File: config.mk
export PLATFORM = sky130hd
export DESIGN_NAME = nonet_octet_gearbox
export DESIGN_NICKNAME = d
export VERILOG_FILES = /design/src/design/nog_pkg.sv /design/src/design/nog_step.sv /design/src/design/nonet_octet_gearbox.sv
export SDC_FILE = /design/constraint.sdc
export NUM_CORES = 1
export LEC_CHECK = 0
export ABC_AREA = 1
export BUFFER_PORTS_ARGS = -buffer_cell sky130_fd_sc_hd__buf_2
export CAP_MARGIN = 20
export CORE_UTILIZATION = 60
export CTS_BUF_LIST = sky130_fd_sc_hd__clkbuf_2
export DETAILED_ROUTE_END_ITERATION = 7
export PLACE_DENSITY_LB_ADDON = 0.2
export SYNTH_ARGS = -nofsm -noshare
export SYNTH_HDL_FRONTEND = slang
export SYNTH_HIERARCHICAL = 1
export SYNTH_SLANG_ARGS = --single-unit
File: constraint.sdc
create_clock -name clk -period 3.9 [get_ports clk]
set_input_delay 0.195 -clock clk [delete_from_list [all_inputs] [get_ports clk]]
set_output_delay 0.195 -clock clk [all_outputs]
set_load 0.02 [all_outputs]
File: src/design/nog_pkg.sv
// Shared types and constants for the nonet/octet gearbox.
package nog_pkg;

    localparam logic [8:0] NONET_MASK = 9'h1FF;
    localparam logic [7:0] OCTET_MASK = 8'hFF;

    typedef enum logic [1:0] {
        CFG_DIRECTION = 2'd0,
        CFG_START_SLACK = 2'd1,
        CFG_PRELOAD_OCTET = 2'd2
    } cfg_index_t;

    typedef logic signed [4:0] bit_count_t;

    typedef struct packed {
        logic [15:0] buffer;
        bit_count_t  count;
        logic        at_start;
    } stream_t;

    typedef struct packed {
        logic [8:0] value;
        logic       last;
    } beat_t;

    typedef struct packed {
        beat_t      first;
        beat_t      second;
        logic [1:0] num;
    } step_t;

    localparam stream_t STREAM_RESTART = '{buffer: 16'h0000, count: 5'sd0, at_start: 1'b1};

endpackage

File: src/design/nog_step.sv
// Combinational step of the gearbox: next stream state and up to two result beats.
module nog_step
    import nog_pkg::*;
(
    input  stream_t     cur,
    input  logic        direction,
    input  logic [2:0]  start_slack,
    input  logic [7:0]  preload_octet,
    input  logic        kind,
    input  logic [8:0]  value,
    input  logic [7:0]  existing_octet,
    output stream_t     nxt,
    output step_t       res
);

    logic [15:0] pre16;
    logic [15:0] flush16;
    logic [7:0]  flush_octet;
    logic [15:0] b0;
    logic [15:0] b1;
    logic [15:0] sh;
    logic [5:0]  c0;
    logic [5:0]  c1;
    logic [5:0]  rest;

    always_comb
    begin
        pre16 = {8'h00, preload_octet} >> (4'd8 - {1'b0, start_slack});
        flush16 = {8'h00, cur.buffer[7:0]} << (4'd8 - {1'b0, cur.count[2:0]});
        flush_octet = (existing_octet & (OCTET_MASK >> cur.count[2:0])) | flush16[7:0];

        nxt = cur;
        res.first = '{value: 9'h000, last: 1'b1};
        res.second = '{value: 9'h000, last: 1'b1};
        res.num = 2'd0;
        b0 = cur.buffer;
        b1 = 16'h0000;
        sh = 16'h0000;
        c0 = {cur.count[4], cur.count};
        c1 = 6'd0;
        rest = 6'd0;

        if (!direction)
        begin
            if (kind)
            begin
                if (!cur.at_start && cur.count > 5'sd0 && cur.count < 5'sd8)
                begin
                    res.first = '{value: {1'b0, flush_octet}, last: 1'b1};
                    res.num = 2'd1;
                end
                nxt = STREAM_RESTART;
            end
            else
            begin
                if (cur.at_start)
                begin
                    c0 = {3'b000, start_slack};
                    b0 = pre16;
                end
                b1 = {b0[6:0], value};
                c1 = c0 + 6'd9;
                rest = c1 - 6'd8;
                sh = b1 >> rest[3:0];
                if (rest == 6'd8)
                begin
                    res.first = '{value: {1'b0, sh[7:0]}, last: 1'b0};
                    res.second = '{value: {1'b0, b1[7:0]}, last: 1'b1};
                    res.num = 2'd2;
                    nxt.count = 5'sd0;
                end
                else
                begin
                    res.first = '{value: {1'b0, sh[7:0]}, last: 1'b1};
                    res.num = 2'd1;
                    nxt.count = rest[4:0];
                end
                nxt.buffer = b1;
                nxt.at_start = 1'b0;
            end
        end
        else
        begin
            if (kind)
            begin
                nxt = STREAM_RESTART;
            end
            else
            begin
                if (cur.at_start)
                begin
                    c0 = 6'd0 - {3'b000, start_slack};
                    b0 = 16'h0000;
                end
                b1 = {b0[7:0], value[7:0]};
                c1 = c0 + 6'd8;
                rest = c1 - 6'd9;
                sh = b1 >> rest[3:0];
                if ($signed(c1) >= 6'sd9)
                begin
                    res.first = '{value: sh[8:0] & NONET_MASK, last: 1'b1};
                    res.num = 2'd1;
                    nxt.count = rest[4:0];
                end
                else
                begin
                    nxt.count = c1[4:0];
                end
                nxt.buffer = b1;
                nxt.at_start = 1'b0;
            end
        end
    end

endmodule

File: src/design/nonet_octet_gearbox.sv
// Top level of the nonet/octet gearbox: configuration, stream state and result stage.
// The gearbox takes one input beat per clock while in_stall is low and shows its
// results in the cycle after acceptance from a two-entry result register. Each result
// beat leaves on its own cycle, so a packed nonet that completes two octets (one in
// every eight in steady state) keeps the input stalled until its first octet has
// left; otherwise the rate is one item per clock when out_stall is low, limited by
// the single result port. Configuration writes take effect at the next stream
// start, except that a write to the direction register restarts the stream at once.
module nonet_octet_gearbox
    import nog_pkg::*;
(
    input  logic       clk,
    input  logic       rst_n,
    input  logic       cfg_wr_en,
    input  logic [1:0] cfg_index,
    input  logic [7:0] cfg_data,
    input  logic       in_valid,
    output logic       in_stall,
    input  logic       kind,
    input  logic [8:0] value,
    input  logic [7:0] existing_octet,
    output logic       out_valid,
    input  logic       out_stall,
    output logic [8:0] out_value,
    output logic       last
);

    logic       direction_reg;
    logic [2:0] start_slack_reg;
    logic [7:0] preload_octet_reg;
    stream_t    stream_reg;
    stream_t    stream_next;
    step_t      step_res;
    beat_t      slot0_reg;
    beat_t      slot1_reg;
    logic [1:0] rem_reg;
    logic       in_fire;
    logic       out_fire;

    nog_step u_step (
        .cur            (stream_reg),
        .direction      (direction_reg),
        .start_slack    (start_slack_reg),
        .preload_octet  (preload_octet_reg),
        .kind           (kind),
        .value          (value),
        .existing_octet (existing_octet),
        .nxt            (stream_next),
        .res            (step_res)
    );

    assign out_valid = (rem_reg != 2'd0);
    assign out_value = slot0_reg.value;
    assign last = slot0_reg.last;
    assign in_stall = (rem_reg == 2'd2) || (rem_reg == 2'd1 && out_stall);
    assign in_fire = in_valid && !in_stall;
    assign out_fire = out_valid && !out_stall;

    always_ff @(posedge clk or negedge rst_n)
    begin
        if (!rst_n)
        begin
            direction_reg <= 1'b0;
            start_slack_reg <= 3'd0;
            preload_octet_reg <= 8'h00;
            stream_reg <= STREAM_RESTART;
            rem_reg <= 2'd0;
        end
        else
        begin
            if (cfg_wr_en)
            begin
                unique case (cfg_index)
                    CFG_DIRECTION:     direction_reg <= cfg_data[0];
                    CFG_START_SLACK:   start_slack_reg <= cfg_data[2:0];
                    CFG_PRELOAD_OCTET: preload_octet_reg <= cfg_data;
                    default:           ;
                endcase
            end
            if (cfg_wr_en && cfg_index == CFG_DIRECTION)
            begin
                stream_reg <= STREAM_RESTART;
            end
            else if (in_fire)
            begin
                stream_reg <= stream_next;
            end
            if (in_fire)
            begin
                rem_reg <= step_res.num;
            end
            else if (out_fire)
            begin
                rem_reg <= rem_reg - 2'd1;
            end
        end
    end

    always_ff @(posedge clk)
    begin
        if (in_fire)
        begin
            slot0_reg <= step_res.first;
            slot1_reg <= step_res.second;
        end
        else if (out_fire && rem_reg == 2'd2)
        begin
            slot0_reg <= slot1_reg;
        end
    end

`ifndef ASSERT_OFF
    // The first of two buffered beats is never the final one for its item.
    assert property (@(posedge clk) disable iff (!rst_n)
        (rem_reg == 2'd2) |-> !slot0_reg.last)
        else $error("first of two result beats is marked last");

    // A packed data nonet always yields at least one octet in the next cycle.
    assert property (@(posedge clk) disable iff (!rst_n)
        (in_fire && !direction_reg && !kind && !cfg_wr_en) |=> out_valid)
        else $error("packed nonet produced no octet");

    // The bit count stays within the range the shifter supports.
    assert property (@(posedge clk) disable iff (!rst_n)
        (stream_reg.count <= 5'sd8 && stream_reg.count >= -5'sd7))
        else $error("bit count out of range");

    // A result stage holding two beats never accepts another item.
    assert property (@(posedge clk) disable iff (!rst_n)
        (rem_reg == 2'd2) |-> !in_fire)
        else $error("item accepted while two beats are pending");
`endif

endmodule
# == Yosys cells after proc, flatten, opt, wreduce, memory -nomap -nowiden ==
# Index checks and enable logic that the tools add are counted.
# Widths: inputs -> output; s select.
# word_totals
register_bits,48
output_inout_bits,12
inputBits,33
# op_classes
n_mux,35
n_lt_le_gt_ge,3
n_reduce_logical,21
eq_ne,5
n_shift,5
bitwise_logic,3
n_addsub,8
# ops
op,count
$mux 14,5
$mux 10,5
$mux 6,6
$mux 8,3
$mux 7,3
$mux 9,2
$shr 16x4->8,1
$shr 16x4->9,1
$add 6x4->6 const B,2
$mux 2,6
$mux 5,2
$and 8x8->8,1
$or 8x8->8,1
$reduce_bool 2->1,4
$shl 8x4->8,1
$shr 8x3->8 const A,1
$shr 8x4->7,1
$sub 4x3->4 const A,2
$logic_and 1x1->1,7
$eq 6x4->1 const B,1
$ge 6x5->1 const B,1
$reduce_and 2->1,3
$sub 6x4->6 const B,1
$gt 5x1->1 const B,1
13 further kinds,19

# == Longest topological paths before layout ==
# Gate-level depths: netlist of run 1.
# logic_depth
ltp_word,11
mapped_depth,21
mapped_depth_nobuf,19

# == Cells and area by module ==
# Netlist of run 1, hierarchy kept.
# modules_own_cells
mod,n_inst,cells_each,area_per_inst_um2
nog_step,1,583,2697.6
nonet_octet_gearbox,1,230,2338.5

# == Worst setup path before layout of run 1 ==
# Ideal clock, no wire load.
# synth_timing
path_kind,flip-flop to flip-flop
from,reg start_slack_reg[0]
to,reg slot0_reg (netlist bit out_value[2]) (data pin)
setup_time_ns,0.253
path_slack_ns,0.642
period_less_slack_ns,3.258
t_arrival_ns,3.005
path_stages_with_launch,22
cell_sequence,dfrtp_1 > buf_2 > inv_1 > buf_2 > ha_1 > clkbuf_1 > a21oi_1 > ha_1 > clkbuf_1 > inv_1 > clkbuf_1 > nand2_1 > o21ai_0 > nand2_1 > nand3_1 > nand2_1 > nand3_1 > nand2_1 > inv_1 > nand2_1 > nand2_1 > nand2_1
# synth_lines
item,line_no,rtl
from (decl),nonet_octet_gearbox.sv:29,logic [2:0] start_slack_reg;
from (signal assigned),nonet_octet_gearbox.sv:75,CFG_START_SLACK: start_slack_reg <= cfg_data[2:0];
to (signal assigned),nonet_octet_gearbox.sv:103,slot0_reg <= step_res.first;
to (signal assigned),nonet_octet_gearbox.sv:108,slot0_reg <= slot1_reg;
to (decl),nonet_octet_gearbox.sv:34,beat_t slot0_reg;

==> results.py, run 1 <==
metrics = {
    "logic_synthesis": {
        "synth_area_um2": 4650,
        "yosysWarningCount": 6,
        "syn_area_per_cell_um2": 6.07,
        "syn_inst": 767,
        "synth_fp_nets": 812,
    },
    "power_and_ir_drop": {
        "p_comb_share_pct": 74.2,
        "p_seq_share_pct": 19.3,
        "peakVddDrop_mv": 0.419,
        "p_leak_nw": 2.62,
        "power_mw": 4.24,
        "power.density_nw_per_um2": 864,
        "p_int_mw": 1.80,
        "swShare_pct": 57.6,
        "netSwitchingPower_mw": 2.45,
        "pwr-share-clk_pct": 6.5,
    },
    "clocking": {
        "cts_made_buffers": 5,
        "clock_path_buffers": 2,
        "cts_sinks": 48,
        "h-tree-depth": 2,
        "cts_tree": "built",
        "cts_setup_buffers": 0,
        "root_buffer": "clkbuf_2",
        "post_cts_resized": 0,
        "ctsHoldBuffers": 6,
        "clock_latency_ns": 0.43,
        "cts.reportedPaths.clkPinSlew_ns": 0.26,
    },
    "timing": {
        "finalCriticalPeriod_ns": 3.52,
        "worst_hold_slack_ns": 0.0138,
        "worst_pin_slew_ns": 0.949,
        "tns_ns": 0,
        "layout_setup_ws_ns": 0.378,
        "finClkSkew_ns": 0.0183,
        "rsz0062_at_grt": "false",
        "setup_viol": 0,
        "drv_slew": 0,
        "period_share_pct": 90.3,
        "slew_headroom_pct": 36.5,
        "hold_viol_final": 0,
        "fmax_mhz": 284,
    },
    "floorplanning": {
        "io_pins": 45,
        "die_height_um": 90.1,
        "num_rows": 31,
        "die-area_um2": 8110,
        "die_w_um": 90.1,
        "floorplan.initialDensity_pct": 63.1,
        "coreArea_um2": 7370,
    },
    "placement": {
        "dp_hpwl_mm": 10.2,
        "dpl_worst_slack_ns": 0.279,
        "port_buffers": 44,
        "place_congestion": 0.986,
    },
    "worst_setup_path": {
        "crit_slowest_cell": "dfrtp_1",
        "r2r_slack_ns": 0.38,
        "crit_chain": "inv_1 -> ha_1 -> a21oi_1 -> ha_1 -> xor2_2 -> nand2_1 -> nand3_1 -> nand2_1 -> nand3_1 -> nand2_1 -> inv_1 -> nand2_1 -> nand2_1 -> nand2_1",
        "cp-end-kind": "flip-flop",
        "cp-start-kind": "flip-flop",
        "cp_max_fo": 14,
        "crit_required_ns": 4.14,
        "crit_path_max_incr_delay_ns": 0.60,
        "cp_data_arrival_time_ns": 3.76,
        "criticalPathCategory": "reg -> reg",
        "cp_common_cell": "nand2_1",
    },
    "flow_run": {
        "maxCapViolCount": 0,
    },
    "drt": {
        "wl_per_cell_um": 14.6,
        "num_vias": 5041,
        "drt_iter0_markers": 467,
        "routed_wirelength_mm": 13.0,
        "dr.pass1.iters": 8,
        "ant_nets": 0,
        "drt-vias-per-instance": 5.67,
        "drcViolationCount": 0,
    },
    "grt": {
        "grt_start_max_net_pins": 35,
        "grt_pass1_wl_mm": 21.0,
        "overflow": 0,
        "grt.total_usage_pct": 32.5,
        "antenna_found_initial": 0,
        "grt_pass1_vias": 4460,
    },
    "status": {
        "status": "finished clean",
    },
    "cells_and_area": {
        "largest_reg_flops": 14,
        "diodes": 0,
        "regArea_um2": 1300,
        "multi_input_area_um2": 2730,
        "fillers": 696,
        "drive_gt1_share_pct": 10.4,
        "nets": 834,
        "area_delta_synth_final_pct": 5.62,
    },
    "hold_path": {
        "hold_class": "in -> reg",
    },
}
-- stage by stage --
step                cell area [um2]  util [%]  cells
floorplan                      4650         -    767
global placement               4770      64.8    874
detailed placement             4770      64.8    874
CTS                            4910      66.6    888
global route                   4910      66.7    889
finish                         4910      66.7    889
-- layout by cell type (no fill, tap or decap), drive strengths merged --
master	count
ha	12
dlygate4sd3	6
bufinv	1
a21oi	7
o221ai	3
o211ai	6
nand2	290
clkinvlp	1
a31oi	1
o21ai	68
nor2	53
or2	1
xor2	3
dfstp	1
dfrtp	27
nor4	1
edfxtp	20
xnor2	1
inv	96
nor3	2
conb	2
nand3	110
a21o	1
clkbuf	5
a21boi	2
buf	51
nand4	16
o22ai	2
and2	1
-- cell type report --
cell class,count,area share (%)
Tap cell,99,2.52
Clock inverter,3,0.942
Sequential cell,48,26.5
Timing Repair Buffer,57,6.77
Multi-Input combinational cell,582,55.5
Inverter,95,7.26
Clock buffer,5,0.509
-- path summary, 6_finish.rpt --
check | from | end | cells past startpoint
min reg2reg | preload_octet_reg[0] | preload_octet_reg[0] | 2
min in group asynchronous | rst_n | stream_reg[2] | 2
max reg2reg | start_slack_reg[0] | out_value[1] | 14
min | cfg_data[1] | preload_octet_reg[1] | 3
max | start_slack_reg[0] | out_value[1] | 14
max in group asynchronous | rst_n | preload_octet_reg[2] | 2
-- routing by layer --
layer	vias to the layer above	GRT usage [%]	share of wire (%)
met2	257	52.6	46
li1	2500	-	-
met4	0	11.7	3.3
met1	2252	45.1	43
met5	-	0	0
met3	32	3.21	8.4
-- power groups by stage --
stage / combinational [mW] / clock, mW / sequential [mW]
5_1_grt: 3.55 / 0.295 / 0.837
2_1_floorplan: 2.44 / 0 / 0.828
3_5_place_dp: 3.05 / 0 / 0.827
4_1_cts: 3.07 / 0.282 / 0.815
6_report: 3.15 / 0.278 / 0.818
3_3_place_gp: 3.01 / 0 / 0.824
-- worst max-delay path: cells and delay by family, from the launching register on --
family / cells / cell delay (ns)
compound gates: 1 / 0.42
xor+xnor: 1 / 0.52
fa+ha+maj: 2 / 0.82
buf+inv: 2 / 0.32
flops: 1 / 0.60
simple gates: 8 / 0.65
No activity file was read; power rests on OpenSTA's default activity.
==> inputs of run 2 (changes only) <==
CORE_UTILIZATION = 40   (was 60)
SLEW_MARGIN = 20   (was default)
==> run 2 against run 1 <==
First-iteration DRC count shrank 31%; sequential power shrank 1%; largest power group unchanged; clock power shrank 18%; critical path type unchanged; clock skew grew 0.0011 ns; critical path depth is the same; hold slack gained 0.024 ns; power shrank 0.19%; register-to-register slack gained 0.06 ns; sequential share of layout area shrank 0.49 points; wire length grew 6.2%; combinational power grew 2%; maximum frequency grew 1.8%.
==> results.py, run 2 (synthesis gave the netlist of run 1 again) <==
metrics = {
    "status": {
        "status": "finished clean",
    },
    "timing": {
        "tns_ns": 0,
        "layout_setup_ws_ns": 0.440,
        "drv_slew": 0,
        "worst_pin_slew_ns": 0.950,
        "period_share_pct": 88.7,
        "setup_viol": 0,
        "hold_viol_final": 0,
        "finalCriticalPeriod_ns": 3.46,
        "finClkSkew_ns": 0.0194,
        "fmax_mhz": 289,
        "rsz0062_at_grt": "false",
        "worst_hold_slack_ns": 0.0377,
        "slew_headroom_pct": 36.4,
    },
    "cells_and_area": {
        "multi_input_area_um2": 2740,
        "largest_reg_flops": 14,
        "drive_gt1_share_pct": 10.7,
        "final_util_pct": 44.0,
        "diodes": 0,
        "fillers": 1276,
        "nets": 840,
        "regArea_um2": 1300,
        "layout_commonest_cell": "nand2_1",
        "mostFrequentLayoutCells": "nand2_1 (288), nand3_1 (105), inv_1 (90)",
        "area_delta_synth_final_pct": 7.61,
    },
    "worst_setup_path": {
        "rr_worst_depth": 14,
        "criticalPathCategory": "reg -> reg",
        "cp-end-kind": "flip-flop",
        "r2r_slack_ns": 0.44,
        "crit_path_max_incr_delay_ns": 0.61,
        "cp_common_cell": "nand2_1",
        "cp_data_arrival_time_ns": 3.75,
        "cp-start-kind": "flip-flop",
        "cp_max_fo": 16,
        "crit_chain": "inv_1 -> ha_1 -> a21oi_2 -> ha_1 -> nand2_1 -> nand3_1 -> a21o_1 -> nand3_2 -> nand3_1 -> nand2_1 -> inv_1 -> nand2_1 -> nand2_1 -> nand2_1",
        "crit_required_ns": 4.19,
        "crit_slowest_cell": "dfrtp_1",
    },
    "grt": {
        "grt.total_usage_pct": 24.2,
        "grt_pass1_wl_mm": 22.0,
        "grt_start_max_net_pins": 35,
        "grt_pass1_vias": 4502,
        "overflow": 0,
        "antenna_found_initial": 0,
    },
    "clocking": {
        "root_buffer": "clkbuf_2",
        "clock_path_buffers": 2,
        "h-tree-depth": 2,
        "cts_sinks": 48,
        "cts_tree": "built",
        "clock_latency_ns": 0.51,
        "cts_made_buffers": 5,
        "cts.reportedPaths.clkPinSlew_ns": 0.27,
    },
    "drt": {
        "drt-vias-per-instance": 5.23,
        "drt_iter0_markers": 322,
        "routed_wirelength_mm": 13.8,
        "num_vias": 4907,
        "drcViolationCount": 0,
        "ant_nets": 0,
        "dr.pass1.iters": 5,
        "wl_per_cell_um": 14.7,
    },
    "floorplanning": {
        "die-area_um2": 12100,
        "floorplan.initialDensity_pct": 40.9,
        "coreArea_um2": 11400,
        "die_height_um": 110,
        "io_pins": 45,
        "die_w_um": 110,
        "num_rows": 39,
    },
    "power_and_ir_drop": {
        "power.density_nw_per_um2": 846,
        "p_leak_nw": 2.65,
        "peakVddDrop_mv": 0.342,
    },
    "placement": {
        "dp_hpwl_mm": 10.7,
        "port_buffers": 44,
        "dpl_worst_slack_ns": 0.280,
        "place_congestion": 0.959,
    },
    "hold_path": {
        "hold_class": "in -> reg",
        "hold_depth": 3,
    },
    "flow_run": {
        "maxCapViolCount": 0,
    },
}
==> run 2: cell count changes in the layout (fill, tap and decap cells not counted), sizes merged <==
cell	previous run	this run
dlygate4sd3	6	10
clkinv	0	2
clkinvlp	1	0
buf	51	53
bufinv	1	0
==> run 2: repair_timing <==
action / CTS / global route
buffers inserted: 0 / 0
gates resized for setup: 0 / 1
hold buffers: 10 / 0
hold endpoints to repair: 40 / 0
endpoints found under the setup margin: 0 / 2
==> run 2: layout make-up <==
| cell class | count | area share [%] |
|---|---|---|
| sequential | 48 | 26.0 |
| clock buffer | 5 | 0.500 |
| tap | 143 | 3.57 |
| clock inverter | 3 | 0.350 |
| multi-input combinational | 582 | 54.7 |
| inverter | 95 | 7.12 |
| timing repair buffer | 63 | 7.75 |
==> run 2: worst paths after layout <==
check | end | startpoint
max | out_value[2] | start_slack_reg[0]
min | start_slack_reg[1] | cfg_wr_en
max reg2reg | out_value[2] | start_slack_reg[0]
min reg2reg | preload_octet_reg[0] | preload_octet_reg[0]
max in group asynchronous | stream_reg[4] | rst_n
min in group asynchronous | stream_reg[3] | rst_n
==> run 2: worst max-delay path: cells and delay by family (launching register included) <==
family	cells	cell delay, ns
compound gates	2	0.52
fa+ha+maj	2	0.83
buf+inv	2	0.29
flops	1	0.61
simple gates	8	0.99
==> run 2: per-stage QoR <==
| step | total power [mW] | area [um2] | std cells |
|---|---|---|---|
| 6_report | 4.24 | 5010 | 939 |
| 3_5_place_dp | 3.95 | 4850 | 921 |
| 3_3_place_gp | 3.93 | 4850 | 921 |
| 2_1_floorplan | 3.27 | 4650 | 767 |
| 4_1_cts | 4.20 | 4990 | 939 |
| 5_1_grt | 4.73 | 5010 | 939 |
==> run 2: power by group <==
| group | switching [mW] | internal, mW | total [mW] |
|---|---|---|---|
| clock network | 0.183 | 0.0437 | 0.227 |
| registers | 0.116 | 0.694 | 0.810 |
| logic | 2.19 | 1.01 | 3.20 |
| total | 2.49 | 1.75 | 4.24 |
==> run 2: routing by layer <==
layer	vias to the layer above	GRT usage [%]	part of all wire [%]
met2	149	38.2	45
met4	0	10.4	3.3
li1	2512	-	-
met3	26	3.62	5.3
met1	2220	32.6	47
met5	-	0	0
==> inputs of run 3 (changes only) <==
ABC_AREA = default   (was 1)
==> run 3 against run 2 <==
Synthesized area up 5.0%; design area grew 6.7%; flip-flop and latch count did not move; setup slack got worse by 0.17 ns; maximum frequency fell by 4.6%; first-iteration DRC count is 23% higher; hold slack better by 0.035 ns; die area rose by 4.9%; wire length grew 15%; core utilization increased by 1.8 points; critical path type unchanged; non-clock buffer count is 12 higher.
==> results.py, run 3 <==
metrics = {
    "placement": {
        "dp_hpwl_mm": 12.2,
        "place_congestion": 0.993,
        "place_area_um2": 5160,
        "port_buffers": 44,
        "dp_cells": 713,
    },
    "logic_synthesis": {
        "synth_fp_nets": 600,
        "yosysWarningCount": 6,
        "syn_area_per_cell_um2": 8.80,
        "synth_area_um2": 4880,
        "syn_inst": 555,
    },
    "worst_setup_path": {
        "r2r_slack_ns": 0.27,
        "r2r_start": "stream_reg[0]",
        "crit_required_ns": 4.18,
        "r2r_end": "out_value[1]",
        "cp_data_arrival_time_ns": 3.90,
        "criticalPathCategory": "reg -> reg",
        "rr_worst_depth": 12,
        "cp_max_fo": 15,
        "cp-start-kind": "flip-flop",
        "cp-end-kind": "flip-flop",
    },
    "clocking": {
        "cts_tree": "built",
        "h-tree-depth": 2,
        "ctsHoldBuffers": 9,
        "cts_made_buffers": 5,
        "clock_path_buffers": 2,
        "cts_setup_buffers": 0,
        "post_cts_resized": 0,
        "cts_sinks": 48,
        "clock_latency_ns": 0.47,
        "cts.reportedPaths.clkPinSlew_ns": 0.27,
        "root_buffer": "clkbuf_2",
    },
    "timing": {
        "fmax_mhz": 276,
        "drv_slew": 0,
        "worst_pin_slew_ns": 0.998,
        "period_share_pct": 93.0,
        "setup_viol": 0,
        "finalCriticalPeriod_ns": 3.63,
        "rsz0062_at_grt": "false",
        "finClkSkew_ns": 0.0249,
        "tns_ns": 0,
        "slew_headroom_pct": 33.0,
        "hold_viol_final": 0,
    },
    "hold_path": {
        "hold_depth": 2,
        "min_delay_worst_endpoint": "slot1_reg[4]",
        "hold_start": "value[3]",
        "hold_class": "in -> reg",
    },
    "grt": {
        "grt_pass1_vias": 4324,
        "overflow": 0,
        "grt.total_usage_pct": 25.6,
        "grt_start_max_net_pins": 29,
        "grt_pass1_wl_mm": 24.8,
        "antenna_found_initial": 0,
    },
    "power_and_ir_drop": {
        "power.density_nw_per_um2": 890,
        "power_mw": 4.75,
        "p_leak_nw": 2.19,
        "peakVddDrop_mv": 0.382,
    },
    "floorplanning": {
        "die_w_um": 113,
        "coreArea_um2": 11700,
        "floorplan.initialDensity_pct": 41.9,
        "die-area_um2": 12700,
        "num_rows": 39,
        "io_pins": 45,
        "die_height_um": 113,
    },
    "cells_and_area": {
        "nets": 631,
        "largest_reg_flops": 14,
        "fin_area_um2": 5340,
        "drive_gt1_share_pct": 23.7,
        "mostFrequentLayoutCells": "nand2_1 (49), buf_2 (44), nor2_1 (36)",
        "fillers": 1129,
        "fin_cells": 731,
        "layout_commonest_cell": "nand2_1",
        "area_delta_synth_final_pct": 9.37,
    },
    "status": {
        "status": "finished clean",
    },
    "drt": {
        "routed_wirelength_mm": 15.8,
        "dr.pass1.iters": 5,
        "drt_iter0_markers": 397,
        "ant_nets": 0,
        "num_vias": 4597,
        "drt-vias-per-instance": 6.29,
        "drcViolationCount": 0,
        "wl_per_cell_um": 21.6,
    },
    "flow_run": {
        "maxCapViolCount": 0,
    },
}
run 3: how the worst max path moves through the flow:
stage,start,end,slack [ns],depth (start not counted)
final,stream_reg[0],out_value[1],0.27,12
after global routing,stream_reg[0],out_value[5],0.06,8
after CTS,stream_reg[0],out_value[1],0.27,12
after detailed placement,stream_reg[0],out_value[1],0.31,12
after global placement,stream_reg[0],out_value[5],0.29,12
after floorplan,stream_reg[0],out_value[1],0.27,14
run 3: final cells by class:
class                      instances  area (um2)  share of cell area [%]
antenna                            1        2.50                  0.0468
clock buffer                       5        25.0                   0.468
clock inverter                     3        68.8                    1.29
inverter                          25        93.8                    1.76
multi-input combinational        431        3200                    59.8
sequential                        48        1300                    24.4
tap                              143         179                    3.35
timing repair buffer              75         475                    8.90
run 3: metal layers:
| metal | global-route usage, % | wire length, um |
|---|---|---|
| met5 | 0 | 0 |
| met4 | 8.98 | 364 |
| met3 | 4.10 | 1240 |
| met2 | 37.9 | 6870 |
| met1 | 37.7 | 7300 |
run 3: power breakdown:
part / internal (mW) / switching (mW) / leakage, nW
logic: 1.39 / 2.15 / 1.59
clock network: 0.174 / 0.181 / 0.0536
registers: 0.695 / 0.168 / 0.549
run 3: worst max-delay path, stage by stage (launching register included):
cell      delay (ns)
dfstp_2         0.74
buf_4           0.26
nor2_1          0.07
nor2_1          0.26
inv_1           0.08
ha_1            0.33
nand2_1         0.09
nor3_1          0.05
a311o_1         0.39
o21ai_0         0.45
a211oi_1        0.11
a2111o_1        0.33
mux2_4          0.27
run 3: metrics by stage:
| stage | setup slack (ns) | hold WS (ns) | utilization, % |
|---|---|---|---|
| 6_report | 0.274 | 0.0727 | 45.8 |
| 5_1_grt | 0.0587 | 0.0245 | 45.8 |
| 4_1_cts | 0.275 | 0.0511 | 45.8 |
| 3_5_place_dp | 0.314 | 0.255 | 44.2 |
| 3_3_place_gp | 0.290 | 0.254 | 44.2 |
| 2_1_floorplan | 0.269 | -0.101 | - |
